## src/rtl/dpds_pkg.sv

```systemverilog
// Shared types, codes and helpers for the dual periodic deadline scheduler.
// No dependencies; imported by dpds_div and dual_periodic_deadline_scheduler.
package dpds_pkg;

  // Tick count width and period type (periods are always 1..4)
  localparam int TICK_W = 32;
  localparam int RAW_W  = 8;

  typedef logic [TICK_W-1:0] tick_t;
  typedef logic [2:0]        period_t;
  typedef logic [RAW_W-1:0]  raw_t;

  localparam period_t PERIOD_MIN = 3'd1;
  localparam period_t PERIOD_MAX = 3'd4;

  // Item command codes; code three is a no-op
  typedef logic [1:0] cmd_t;
  localparam cmd_t CMD_ADVANCE = 2'd0;
  localparam cmd_t CMD_INIT    = 2'd1;
  localparam cmd_t CMD_APPLY   = 2'd2;

  // Configuration register indexes
  typedef logic cfg_idx_t;
  localparam cfg_idx_t CFG_SIM_INTERVAL  = 1'b0;
  localparam cfg_idx_t CFG_PRES_INTERVAL = 1'b1;

  // Clamp a requested interval into 1..4
  function automatic period_t clamp_period(input raw_t raw);
    period_t p;
    if (raw == '0) begin
      p = PERIOD_MIN;
    end else if (raw > raw_t'(PERIOD_MAX)) begin
      p = PERIOD_MAX;
    end else begin
      p = raw[2:0];
    end
    return p;
  endfunction

endpackage

```

## src/rtl/dpds_div.sv

```systemverilog
// Bit-serial restoring divider: 32-bit dividend by a 1..4 period.
// One quotient bit per cycle. Depends on dpds_pkg.
module dpds_div (
  input  logic             clk,
  input  logic             rst,
  input  logic             start,
  input  dpds_pkg::tick_t  dividend,
  input  dpds_pkg::period_t divisor,
  output logic             done,
  output dpds_pkg::tick_t  quotient,
  output dpds_pkg::period_t remainder
);
  import dpds_pkg::*;

  localparam int CNT_W = $clog2(TICK_W);
  localparam logic [CNT_W-1:0] LAST_STEP = CNT_W'(TICK_W - 1);

  logic             busy;
  logic [CNT_W-1:0] cnt;
  period_t          dvsr;
  tick_t            quo;
  period_t          rem;

  // Trial subtract for the current step
  logic [3:0] trial;
  logic       fits;
  period_t    rem_next;

  always_comb begin
    trial = {rem, quo[TICK_W-1]};
    fits  = trial >= {1'b0, dvsr};
    if (fits) begin
      rem_next = 3'(trial - {1'b0, dvsr});
    end else begin
      rem_next = trial[2:0];
    end
  end

  // Step sequencer; done is registered and pulses in the cycle after the last step
  always_ff @(posedge clk) begin
    if (rst) begin
      busy <= 1'b0;
      done <= 1'b0;
      cnt  <= '0;
    end else begin
      done <= busy && !start && (cnt == LAST_STEP);
      if (start) begin
        busy <= 1'b1;
        cnt  <= '0;
      end else if (busy) begin
        cnt <= cnt + 1'b1;
        if (cnt == LAST_STEP) begin
          busy <= 1'b0;
        end
      end
    end
  end

  // Datapath
  always_ff @(posedge clk) begin
    if (start) begin
      quo  <= dividend;
      rem  <= '0;
      dvsr <= divisor;
    end else if (busy) begin
      quo <= {quo[TICK_W-2:0], fits};
      rem <= rem_next;
    end
  end

  assign quotient  = quo;
  assign remainder = rem;

endmodule

```

## src/rtl/dual_periodic_deadline_scheduler.sv

```systemverilog
// Dual periodic deadline scheduler: top level with sequencer and state (dpds_pkg, dpds_div).
// Init, apply and no-op items: result registered from ST_DONE once the output register is free.
// Advance items: computed by one shared 32-step bit-serial divider, run once
// per due schedule (simulation, then presentation); after the result, the next item is taken in ST_IDLE.
// One item in flight; a stalled full output register holds the sequencer.
// Synchronous active-high reset; no clearing pass.
module dual_periodic_deadline_scheduler (
  input  logic                clk,
  input  logic                rst,
  // item channel
  input  logic                item_valid,
  output logic                item_stall,
  input  dpds_pkg::cmd_t      command,
  input  dpds_pkg::tick_t     current_tick,
  // result channel
  output logic                result_valid,
  input  logic                result_stall,
  output dpds_pkg::tick_t     elapsed_ticks,
  output logic                sim_due,
  output dpds_pkg::tick_t     sim_missed,
  output logic                pres_due,
  output dpds_pkg::tick_t     pres_missed,
  // configuration channel
  input  logic                cfg_valid,
  output logic                cfg_ready,
  input  dpds_pkg::cfg_idx_t  cfg_index,
  input  dpds_pkg::raw_t      cfg_data
);
  import dpds_pkg::*;

  typedef enum logic [2:0] {
    ST_IDLE,
    ST_SIM_START,
    ST_SIM_WAIT,
    ST_PRES_START,
    ST_PRES_WAIT,
    ST_DONE
  } state_t;

  state_t state;

  // Architectural state
  raw_t    sim_interval_raw;
  raw_t    pres_interval_raw;
  period_t sim_period;
  period_t pres_period;
  tick_t   next_sim_deadline;
  tick_t   next_pres_deadline;
  tick_t   last_tick;

  // Working copy of the item and its result
  tick_t   tick_r;
  tick_t   w_elapsed;
  logic    w_sim_due;
  tick_t   w_sim_missed;
  logic    w_pres_due;
  tick_t   w_pres_missed;

  // Shared divider
  logic    div_start;
  tick_t   div_dividend;
  period_t div_divisor;
  logic    div_done;
  tick_t   div_quo;
  period_t div_rem;

  tick_t   sim_diff;
  tick_t   pres_diff;
  tick_t   new_deadline;
  period_t sim_clamped;
  period_t pres_clamped;
  logic    item_accept;
  logic    out_free;

  assign cfg_ready   = 1'b1;
  assign item_stall  = (state != ST_IDLE);
  assign item_accept = item_valid && !item_stall;
  assign out_free    = !result_valid || !result_stall;

  assign sim_clamped  = clamp_period(sim_interval_raw);
  assign pres_clamped = clamp_period(pres_interval_raw);

  // Wrapping distance past each deadline
  assign sim_diff  = tick_r - next_sim_deadline;
  assign pres_diff = tick_r - next_pres_deadline;

  // Divider launch: only when the schedule is due (difference not negative)
  always_comb begin
    div_start    = 1'b0;
    div_dividend = sim_diff;
    div_divisor  = sim_period;
    if (state == ST_SIM_START) begin
      div_start = !sim_diff[TICK_W-1];
    end else if (state == ST_PRES_START) begin
      div_start    = !pres_diff[TICK_W-1];
      div_dividend = pres_diff;
      div_divisor  = pres_period;
    end
  end

  // deadline + (q+1)*p == now - r + p
  always_comb begin
    if (state == ST_PRES_WAIT) begin
      new_deadline = tick_r - tick_t'(div_rem) + tick_t'(pres_period);
    end else begin
      new_deadline = tick_r - tick_t'(div_rem) + tick_t'(sim_period);
    end
  end

  dpds_div u_div (
    .clk       (clk),
    .rst       (rst),
    .start     (div_start),
    .dividend  (div_dividend),
    .divisor   (div_divisor),
    .done      (div_done),
    .quotient  (div_quo),
    .remainder (div_rem)
  );

  // Configuration writes
  always_ff @(posedge clk) begin
    if (rst) begin
      sim_interval_raw  <= raw_t'(1);
      pres_interval_raw <= raw_t'(1);
    end else if (cfg_valid && cfg_ready) begin
      unique case (cfg_index)
        CFG_SIM_INTERVAL:  sim_interval_raw  <= cfg_data;
        CFG_PRES_INTERVAL: pres_interval_raw <= cfg_data;
        default: ;
      endcase
    end
  end

  // Sequencer, schedule state and result registers
  always_ff @(posedge clk) begin
    if (rst) begin
      state              <= ST_IDLE;
      result_valid       <= 1'b0;
      sim_period         <= PERIOD_MIN;
      pres_period        <= PERIOD_MIN;
      next_sim_deadline  <= tick_t'(1);
      next_pres_deadline <= tick_t'(1);
      last_tick          <= '0;
    end else begin
      // Output register: loaded from ST_DONE, emptied when taken
      if (state == ST_DONE && out_free) begin
        result_valid <= 1'b1;
      end else if (result_valid && !result_stall) begin
        result_valid <= 1'b0;
      end

      unique case (state)
        ST_IDLE: begin
          if (item_accept) begin
            tick_r        <= current_tick;
            w_elapsed     <= (command == CMD_ADVANCE) ? current_tick - last_tick : '0;
            w_sim_due     <= 1'b0;
            w_sim_missed  <= '0;
            w_pres_due    <= 1'b0;
            w_pres_missed <= '0;
            state         <= (command == CMD_ADVANCE) ? ST_SIM_START : ST_DONE;
            unique case (command)
              CMD_ADVANCE: begin
                last_tick <= current_tick;
              end
              CMD_INIT: begin
                sim_period         <= sim_clamped;
                pres_period        <= pres_clamped;
                next_sim_deadline  <= current_tick + tick_t'(sim_clamped);
                next_pres_deadline <= current_tick + tick_t'(pres_clamped);
                last_tick          <= current_tick;
              end
              CMD_APPLY: begin
                if (sim_clamped != sim_period) begin
                  sim_period        <= sim_clamped;
                  next_sim_deadline <= current_tick + tick_t'(sim_clamped);
                end
                if (pres_clamped != pres_period) begin
                  pres_period        <= pres_clamped;
                  next_pres_deadline <= current_tick + tick_t'(pres_clamped);
                end
              end
              default: ;
            endcase
          end
        end

        ST_SIM_START: begin
          state <= sim_diff[TICK_W-1] ? ST_PRES_START : ST_SIM_WAIT;
        end

        ST_SIM_WAIT: begin
          if (div_done) begin
            w_sim_due         <= 1'b1;
            w_sim_missed      <= div_quo;
            next_sim_deadline <= new_deadline;
            state             <= ST_PRES_START;
          end
        end

        ST_PRES_START: begin
          state <= pres_diff[TICK_W-1] ? ST_DONE : ST_PRES_WAIT;
        end

        ST_PRES_WAIT: begin
          if (div_done) begin
            w_pres_due         <= 1'b1;
            w_pres_missed      <= div_quo;
            next_pres_deadline <= new_deadline;
            state              <= ST_DONE;
          end
        end

        ST_DONE: begin
          if (out_free) begin
            elapsed_ticks <= w_elapsed;
            sim_due       <= w_sim_due;
            sim_missed    <= w_sim_missed;
            pres_due      <= w_pres_due;
            pres_missed   <= w_pres_missed;
            state         <= ST_IDLE;
          end
        end

        default: state <= ST_IDLE;
      endcase
    end
  end

endmodule

```

## config.mk

```make
export PLATFORM = sky130hd
export DESIGN_NAME = dual_periodic_deadline_scheduler
export DESIGN_NICKNAME = d
export VERILOG_FILES = /design/src/rtl/dpds_pkg.sv /design/src/rtl/dpds_div.sv /design/src/rtl/dual_periodic_deadline_scheduler.sv
export SDC_FILE = /design/constraint.sdc
export NUM_CORES = 1
export LEC_CHECK = 0
export ABC_AREA = 1
export BUFFER_PORTS_ARGS = -buffer_cell sky130_fd_sc_hd__buf_2
export CAP_MARGIN = 30
export CORE_MARGIN = 4
export CORE_UTILIZATION = 50
export CTS_CLUSTER_DIAMETER = 30
export CTS_CLUSTER_SIZE = 8
export DETAILED_ROUTE_END_ITERATION = 10
export GPL_TIMING_DRIVEN = 0
export PLACE_DENSITY = 0.65
export SKIP_CTS_REPAIR_TIMING = 1
export SYNTH_ARGS = -nofsm -noshare
export SYNTH_HDL_FRONTEND = slang
export SYNTH_SLANG_ARGS = --single-unit
```

## constraint.sdc

```tcl
create_clock -name clk -period 10.9 [get_ports clk]
set_input_delay 1.09 -clock clk [delete_from_list [all_inputs] [get_ports clk]]
set_output_delay 1.09 -clock clk [all_outputs]
set_load 0.05 [all_outputs]
```

Yosys cells after proc, flatten, opt, wreduce, memory -nomap -nowiden. Index checks and enable logic that the tools add are counted.

Add/sub/neg operators: 10. Magnitude comparators: 3. Equality and inequality tests: 19. Mux-type cells: 48. Bitwise logic cells: 2. Reduce and logical (&&, ||, !) cells: 36.

Operators with widths (count): 32-bit 2-to-1 mux (12); 32-bit one-hot mux with 2 select lines (6); 32-bit by 3-bit adder with 32-bit output (4); 32-bit subtractor (3); 3-bit 2-to-1 mux (14); 32-bit by 3-bit subtractor with 32-bit output (1); 4-bit AND reduction (5); 3-bit one-hot mux with 6 select lines (1); 8-bit by 3-bit > comparator with 1-bit output, second input constant (2); 8-bit zero test (2); 3-bit one-hot mux with 2 select lines (2); 1-bit 2-to-1 mux (11); 5-bit AND reduction (2); 2-bit nonzero test (5); 3-bit AND reduction (3); 2-bit != test, second input constant (4); 3-bit by 2-bit equality test with 1-bit output, second input constant (2); 3-bit equality test, second input constant (2); 1-bit zero test (6); 3-bit != test (2); 3-bit != test, second input constant (2); 5-bit by 1-bit adder with 5-bit output, second input constant (1); 5-bit equality test, second input constant (1); 1-bit logical AND (5); 15 further kinds (20).

Bits in registers: 395. Input bits: 48. Output and inout bits: 101. Word-level logic and storage cells: 144.

Logic depth before layout (Yosys ltp). Gate-level depths: netlist of the first run.

Depth in word-level cells: 8. Gate-level depth with buffers: 20. Gate-level depth less buffers: 20.

Cells and area by module. A second synthesis of the first run with hierarchy kept.

Cell total of the unflattened synthesis: 3052. Area, all modules: 23770.3 µm².

Modules (own cells, without submodules): dual_periodic_deadline_scheduler (instances 1, cells an instance 2841, area an instance 21673.3 µm², seq. area each 9288.9 µm²); dpds_div (instances 1, cells an instance 211, area an instance 2097.0 µm², seq. area each 1251.2 µm²).

Worst setup path after synthesis of the first run. No wires, ideal clock.

Path type: input-to-reg. From: input port rst. To: register elapsed_ticks[0], enable pin. Setup time: 0.555 ns. Arrival time: 5.864 ns. Data required time: 10.345 ns. Path slack: 4.481 ns. Stages on the path: 5. Path buffers: 2. Cells stage by stage: inv_1 clkbuf_1 buf_1 nand2_1 nor2_1.

Word-level cells in the longest chain between the ends: 2.

Ends and longest elaborated chain: start, declared (RTL line dual_periodic_deadline_scheduler.sv:9) `input logic rst,`; 1-bit NOT (no line); 3-bit AND reduction (no line); end signal, assigned (RTL line dual_periodic_deadline_scheduler.sv:217) `elapsed_ticks <= w_elapsed;`; end, declared (RTL line dual_periodic_deadline_scheduler.sv:18) `output dpds_pkg::tick_t elapsed_ticks,`.

No other way between the ends. A chain may end at the register's enable or synchronous reset.

Worst setup path in the final report of the first run.
From: register state[0]. To: register next_sim_deadline[14].

Word-level cells in the longest chain between the ends: 5. Elaborated cells between the ends (all ways): 15. Classes of those cells: 6 x eq/ne; 3 x mux; 6 x reduce/logical.

Ends and longest elaborated chain: start, declared (RTL line dual_periodic_deadline_scheduler.sv:40) `state_t state;`; start signal, assigned (RTL line dual_periodic_deadline_scheduler.sv:162) `state <= (command == CMD_ADVANCE) ? ST_SIM_START : ST_DONE;`; start signal, assigned (RTL line dual_periodic_deadline_scheduler.sv:190) `state <= sim_diff[TICK_W-1] ? ST_PRES_START : ST_SIM_WAIT;`; start signal, assigned (RTL line dual_periodic_deadline_scheduler.sv:203) `state <= pres_diff[TICK_W-1] ? ST_DONE : ST_PRES_WAIT;`; 3-bit nonzero test (RTL line dual_periodic_deadline_scheduler.sv:76) `assign item_stall = (state != ST_IDLE);`; 1-bit zero test (RTL line dual_periodic_deadline_scheduler.sv:77) `assign item_accept = item_valid && !item_stall;`; 1-bit logical AND (RTL line dual_periodic_deadline_scheduler.sv:77); 2-bit != test (no line); 5-bit AND reduction (no line); end signal, assigned (RTL line dual_periodic_deadline_scheduler.sv:142) `next_sim_deadline <= tick_t'(1);`; end signal, assigned (RTL line dual_periodic_deadline_scheduler.sv:170) `next_sim_deadline <= current_tick + tick_t'(sim_clamped);`; end signal, assigned (RTL line dual_periodic_deadline_scheduler.sv:177) `next_sim_deadline <= current_tick + tick_t'(sim_clamped);`; end, declared (RTL line dual_periodic_deadline_scheduler.sv:47) `tick_t next_sim_deadline;`.

Parallel ways exist; a longest one is shown, timed or not. The select of a mux whose other input is x is not followed.

==> impl_metrics.env, run 1 <==
export IMPL_avgViaCountPerCell=5.71
export IMPL_die_area_um2=50500
export IMPL_powerDensity_nw_per_um2=281
export IMPL_max_cap_violations=0
export IMPL_status="finished, final reports clean"
export IMPL_async_flop_share_pct=0
export IMPL_ys_flop_type="edfxtp_1"
export IMPL_ff2ff_setup_slack_ns=6.71
export IMPL_fin_setup_tns_ns=0
export IMPL_p_clk_share_pct=31.0
export IMPL_ys_seq_area_share_pct=44.9
export IMPL_clockBufferDepth=3
export IMPL_root_buffer="clkbuf_16"
export IMPL_first_global_vias=20800
export IMPL_max_freq_mhz=239
export IMPL_cp_slowest_cell="clkbuf_1"
export IMPL_yosysWarnings=0
export IMPL_drt_wl_total_um=82600
export IMPL_register_area_um2=10500
export IMPL_cp_endpoint="next_sim_deadline[14]"
export IMPL_drive_gt1_share_pct=10.8
export IMPL_critPathMaxStageDelay_ns=0.63
export IMPL_finalNetCount=3365
export IMPL_layout_common_cells="528 x nand2_1, 400 x inv_1, 364 x nor2_1"
export IMPL_peakVddDrop_uv=213
export IMPL_ant_nets=0
export IMPL_grt_util_all_layers_pct=32.0
export IMPL_fin_crit_ns=4.19
export IMPL_rows=79
export IMPL_drcViolationCount=0
export IMPL_hold_viol=0
export IMPL_clock_latency_ns=0.62
export IMPL_layout_commonest_cell="nand2_1"
export IMPL_routedWlPerCell_um=21.3
export IMPL_synthesis_area_um2=23500
export IMPL_ys_types=55
export IMPL_p_seq_share_pct=29.0
export IMPL_fillCellCount=4211
export IMPL_finalCritPeriodShare_pct=38.5
export IMPL_regToRegEndpoint="next_sim_deadline[14]"
export IMPL_vias=22100
export IMPL_core_area_um2=46500
export IMPL_synth_edf_count=263
export IMPL_fp_dieW_um=225
export IMPL_skew_ns=0.0458
export IMPL_grt_max_degree=38
export IMPL_end_kind="flop"
export IMPL_multiInputGateArea_um2=11200
export IMPL_syn_nets=3121
export IMPL_area_growth_syn_to_layout_pct=19.1
export IMPL_p_leak_nw=11.6
export IMPL_clock_sinks=395
export IMPL_netlist_instances=2955
export IMPL_die_height_um=225
export IMPL_max_slew_margin_rel_pct=30.9
export IMPL_hpwl_um=65700
export IMPL_crit_top_cell="nor2_1"
export IMPL_p_sw_share_pct=41.9
export IMPL_grt_ovfl_total=0
export IMPL_diodes=0
export IMPL_setup_violations=0
export IMPL_power_switching_w=0.00329
export IMPL_p_int_w=0.00457
export IMPL_drt_iter0_markers=2521
export IMPL_avgSynthCellArea_um2=7.94
export IMPL_critical_path_cell_chain="nor2_1 -> inv_1 -> nor2_1 -> clkbuf_1 -> o21ai_0 -> fa_1 -> a21oi_1 -> nand3b_2 -> nor2_4 -> nand3_4 -> nor2_8 -> nand2_4 -> xor2_1 -> o21a_1 -> nor2_1"
export IMPL_gp_congestion=1.01
export IMPL_finish_utilization_pct=60.2
export IMPL_pin_count=149
export IMPL_p_comb_share_pct=40.0
export IMPL_final_max_slew_viol_count=0
export IMPL_ys_seq_elements=395
export IMPL_cts_tree="yes"
export IMPL_clk_pin_slew_worst_paths_ns=0.05
export IMPL_critical_path_arrival_ns=4.67
export IMPL_worstPathRequired_ns=11.38
export IMPL_rsz0062_at_grt="false"
export IMPL_r2r_cells=15
export IMPL_firstDrtPassIters=6
export IMPL_portBuffers=147
export IMPL_path_max_fanout=10
export IMPL_grt_pass1_wl_um=123000
export IMPL_min_path_type="reg -> reg"
export IMPL_cts_buffers=83
export IMPL_r2r_start="state[0]"
export IMPL_max_slew_worst_pin_slew_ns=1.04
export IMPL_initial_core_util_pct=50.5
export IMPL_criticalPathCategory="reg -> reg"
export IMPL_crit_path_start_kind="flop"
export IMPL_htree_levels=3
export IMPL_antenna_found_initial=1
export IMPL_crit_start="state[0]"
==> how the worst min path moves through the flow <==
stage / start / to / slack (ns) / depth (start not counted)
finish: w_pres_missed[15] / pres_missed[15] / 0.40 / 0
global route: w_pres_missed[15] / pres_missed[15] / 0.42 / 0
CTS: w_pres_missed[15] / pres_missed[15] / 0.41 / 0
detailed placement: w_pres_missed[11] / pres_missed[11] / 0.40 / 0
global placement: w_sim_missed[31] / sim_missed[31] / 0.40 / 0
floorplan: w_elapsed[0] / elapsed_ticks[0] / 0.40 / 0
==> area by class of cell <==
type	instances	share of cell area, %
well taps	607	2.72
plain buffers	71	1.04
repair buffers	159	3.30
clock inverters	47	1.96
inverters	404	5.43
multi-input cells	2085	39.9
clock buffers	106	7.95
flip-flops and latches	395	37.7
==> power by group through the flow <==
stage / registers, W / clock network, W / logic, W
4_1_cts: 0.00227 / 0.00246 / 0.00307
6_report: 0.00228 / 0.00244 / 0.00314
5_1_grt: 0.00229 / 0.00255 / 0.00345
3_3_place_gp: 0.00231 / 0 / 0.00295
3_5_place_dp: 0.00229 / 0 / 0.00305
2_1_floorplan: 0.00227 / 0 / 0.00198
==> Yosys cell counts, drive strengths merged, types with 12 or more instances <==
cell type  count  share of area (%)
clkbuf        59               0.95
xor2          70                2.6
o211ai        15               0.48
nor2         387                6.6
o21bai        14               0.45
xnor2         26               0.97
nand3        137                3.0
buf           12               0.29
a31oi         17               0.45
nand4         40                1.1
edfxtp       263                 34
ha           110                5.9
o21ai        286                6.1
a21oi        312                6.7
inv          403                6.4
a21o          14               0.45
nor3          43               0.98
nand2        538                8.8
dfxtp        132                 11
==> state kept, by name, summed over array words and instances (netlist names), 3 cells and up <==
signal / count
pres_missed: 32
w_sim_missed: 32
w_elapsed: 32
tick_r: 32
state: 3
pres_interval_raw: 8
sim_period: 3
sim_missed: 32
u_div.dvsr: 3
u_div.remainder: 3
sim_interval_raw: 8
last_tick: 32
next_pres_deadline: 32
elapsed_ticks: 32
u_div.quotient: 32
pres_period: 3
next_sim_deadline: 32
w_pres_missed: 32
u_div.cnt: 5
==> critical path: cells and delay by family, from the launching register on <==
kind	cells	cell delay, ns
compound gates	3	0.80
xor+xnor	1	0.32
fa+ha+maj	1	0.53
buf+inv	2	0.73
flops	1	0.32
simple gates	8	1.35
==> routing by layer <==
layer | global-route usage (%) | part of all wire (%) | up-vias
met5 | 0 | 0 | -
met4 | 11.4 | 3.4 | 0
met3 | 5.22 | 9.2 | 160
met2 | 50.8 | 45 | 1126
met1 | 44.6 | 42 | 10400
li1 | - | - | 10500
==> kinds of logic after synthesis <==
| group | Yosys count | share of synthesized area (%) |
|---|---|---|
| other | 1 | 0.0160 |
| flip-flops | 395 | 44.9 |
| AO/OA/AOI/OAI | 692 | 15.8 |
| adder cells (fa/ha/maj) | 118 | 6.55 |
| XOR/XNOR | 96 | 3.61 |
| buffers and inverters | 475 | 7.70 |
| AND/OR/NAND/NOR | 1178 | 21.4 |
==> stage by stage <==
step | total power (W) | instances | hold WS (ns) | area, um2 | worst slack [ns]
global route | 0.00829 | 3874 | 0.415 | 28000 | 6.51
finish | 0.00786 | 3874 | 0.398 | 28000 | 6.71
detailed placement | 0.00533 | 3721 | 0.405 | 25200 | 6.57
CTS | 0.00780 | 3874 | 0.408 | 28000 | 6.70
global placement | 0.00525 | 3709 | 0.400 | 25000 | 2.19
floorplan | 0.00425 | 2955 | 0.400 | 23500 | 4.48
No activity file was read; power rests on OpenSTA's default activity.
==> inputs of run 2 (changes only) <==
Clock period 10.9 ns to 4.2 ns, I/O delays scaled along.
==> impl_metrics.env, run 2 (synthesis results as in run 1) <==
export IMPL_p_seq_share_pct=29.0
export IMPL_layout_commonest_cell="nand2_1"
export IMPL_layout_common_cells="527 x nand2_1, 400 x inv_1, 362 x nor2_1"
export IMPL_crit_path_start_kind="flop"
export IMPL_clock_latency_ns=0.62
export IMPL_cts_tree="yes"
export IMPL_die_area_um2=50500
export IMPL_p_comb_share_pct=40.2
export IMPL_crit_start="sim_interval_raw[7]"
export IMPL_gp_congestion=1.07
export IMPL_rsz0062_at_grt="false"
export IMPL_path_max_fanout=5
export IMPL_status="finished, final reports clean"
export IMPL_portBuffers=147
export IMPL_wl_met1_um=35000
export IMPL_skew_ns=0.0327
export IMPL_firstDrtPassIters=6
export IMPL_diodes=0
export IMPL_rows=79
export IMPL_p_clk_share_pct=30.8
export IMPL_clockBufferDepth=3
export IMPL_die_height_um=225
export IMPL_regToRegEndpoint="next_sim_deadline[28]"
export IMPL_grt_pass1_wl_um=123000
export IMPL_final_cells=3867
export IMPL_min_path_type="in -> reg"
export IMPL_finalNetCount=3362
export IMPL_drt_wl_total_um=82500
export IMPL_pin_count=149
export IMPL_critical_path_arrival_ns=4.48
export IMPL_initial_core_util_pct=50.5
export IMPL_avgViaCountPerCell=5.69
export IMPL_vias=22000
export IMPL_setup_violations=0
export IMPL_grt_ovfl_total=0
export IMPL_root_buffer="clkbuf_16"
export IMPL_drt_iter0_markers=2288
export IMPL_grt_max_degree=38
export IMPL_powerDensity_nw_per_um2=727
export IMPL_criticalPathCategory="reg -> reg"
export IMPL_clock_sinks=395
export IMPL_p_sw_share_pct=42.0
export IMPL_power_switching_w=0.00852
export IMPL_worstPathRequired_ns=4.67
export IMPL_fp_dieW_um=225
export IMPL_p_leak_nw=11.6
export IMPL_route_met2_wl_um=36800
export IMPL_routedWlPerCell_um=21.3
export IMPL_area_growth_syn_to_layout_pct=18.9
export IMPL_end_kind="flop"
export IMPL_fin_crit_ns=4.01
export IMPL_antenna_found_initial=2
export IMPL_final_max_slew_viol_count=0
export IMPL_hold_viol=0
export IMPL_core_area_um2=46500
export IMPL_cts_buffers=81
export IMPL_hpwl_um=65600
export IMPL_r2r_start="sim_interval_raw[7]"
export IMPL_max_cap_violations=0
export IMPL_fin_setup_tns_ns=0
export IMPL_clk_pin_slew_worst_paths_ns=0.05
export IMPL_p_int_w=0.0118
export IMPL_max_freq_mhz=250
export IMPL_finalCritPeriodShare_pct=95.4
export IMPL_ant_nets=0
export IMPL_highest_layer="met5"
export IMPL_drive_gt1_share_pct=10.8
export IMPL_drcViolationCount=0
export IMPL_max_slew_worst_pin_slew_ns=1.05
export IMPL_max_slew_margin_rel_pct=29.7
export IMPL_placed_cells=3720
export IMPL_ff2ff_setup_slack_ns=0.19
export IMPL_cp_endpoint="next_sim_deadline[28]"
export IMPL_met3_length_um=7220
export IMPL_htree_levels=3
export IMPL_peakVddDrop_uv=464
export IMPL_r2r_cells=17
export IMPL_first_global_vias=20900
export IMPL_grt_util_all_layers_pct=31.9
[run 2: cell types whose count changed in the layout (fill, tap and decap cells not counted), moves of 2 or more]
cell      change
clkbuf_8      -2
clkinv_1      +2
nor2_1        -2
clkbuf_1      -3
clkinv_2      -6
clkinv_4      +2
nor2_2        +2
[run 2: layout make-up]
cell class / instances / area, um2
tap: 607 / 759
clock inverter: 46 / 562
inverter: 404 / 1520
timing repair buffer: 158 / 915
multi-input combinational: 2085 / 11200
buffer: 71 / 292
sequential: 395 / 10500
clock buffer: 101 / 2160
fill: 4179 / 18500
[run 2: worst min path at each step]
stage | startpoint | end | slack [ns] | cells after the start
final | cfg_data[2] | sim_interval_raw[2] | 0.04 | 3
after CTS | current_tick[8] | tick_r[8] | 0.02 | 1
after detailed placement | w_pres_missed[14] | pres_missed[14] | 0.40 | 0
after global placement | w_sim_missed[31] | sim_missed[31] | 0.40 | 0
after floorplan | w_elapsed[0] | elapsed_ticks[0] | 0.40 | 0
after global routing | current_tick[8] | tick_r[8] | 0.03 | 1
[run 2: metal layers]
metal | track usage, % | up-vias
li1 | - | 10500
met1 | 43.7 | 10300
met4 | 12.5 | 2
met2 | 50.5 | 1028
met5 | 0 | -
met3 | 6.11 | 206
[run 2: per-stage QoR]
stage / cell area [um2] / total power [W] / setup WS, ns / utilization, % / hold slack, ns
after floorplan: 23500 / 0.0110 / 0.0758 / - / 0.400
after global placement: 25000 / 0.0136 / -1.60 / 53.8 / 0.400
after detailed placement: 25200 / 0.0138 / 0.0858 / 54.2 / 0.405
after CTS: 27900 / 0.0201 / 0.00984 / 60.1 / 0.0187
after global routing: 27900 / 0.0214 / 0.0360 / 60.1 / 0.0257
final: 27900 / 0.0203 / 0.194 / 60.1 / 0.0417
[run 2: worst max-delay path: stages (launching register included)]
cell     delay (ns)
dfxtp_1        0.30
nor2_1         0.13
nand3_1        0.27
inv_1          0.20
o21ai_0        0.23
inv_1          0.12
ha_1           0.17
inv_1          0.06
fa_1           0.37
or2_2          0.32
a21oi_1        0.31
nand2_2        0.19
nor2_2         0.25
nand4_1        0.21
nor3_1         0.21
o21ai_0        0.17
nand2_1        0.24
a21oi_1        0.09
[run 2: power groups by stage]
stage / clock network, W / logic, W / registers [W]
floorplan: 0 / 0.00514 / 0.00587
global placement: 0 / 0.00767 / 0.00593
detailed placement: 0 / 0.00788 / 0.00590
CTS: 0.00630 / 0.00797 / 0.00585
global route: 0.00652 / 0.00895 / 0.00592
finish: 0.00625 / 0.00816 / 0.00588
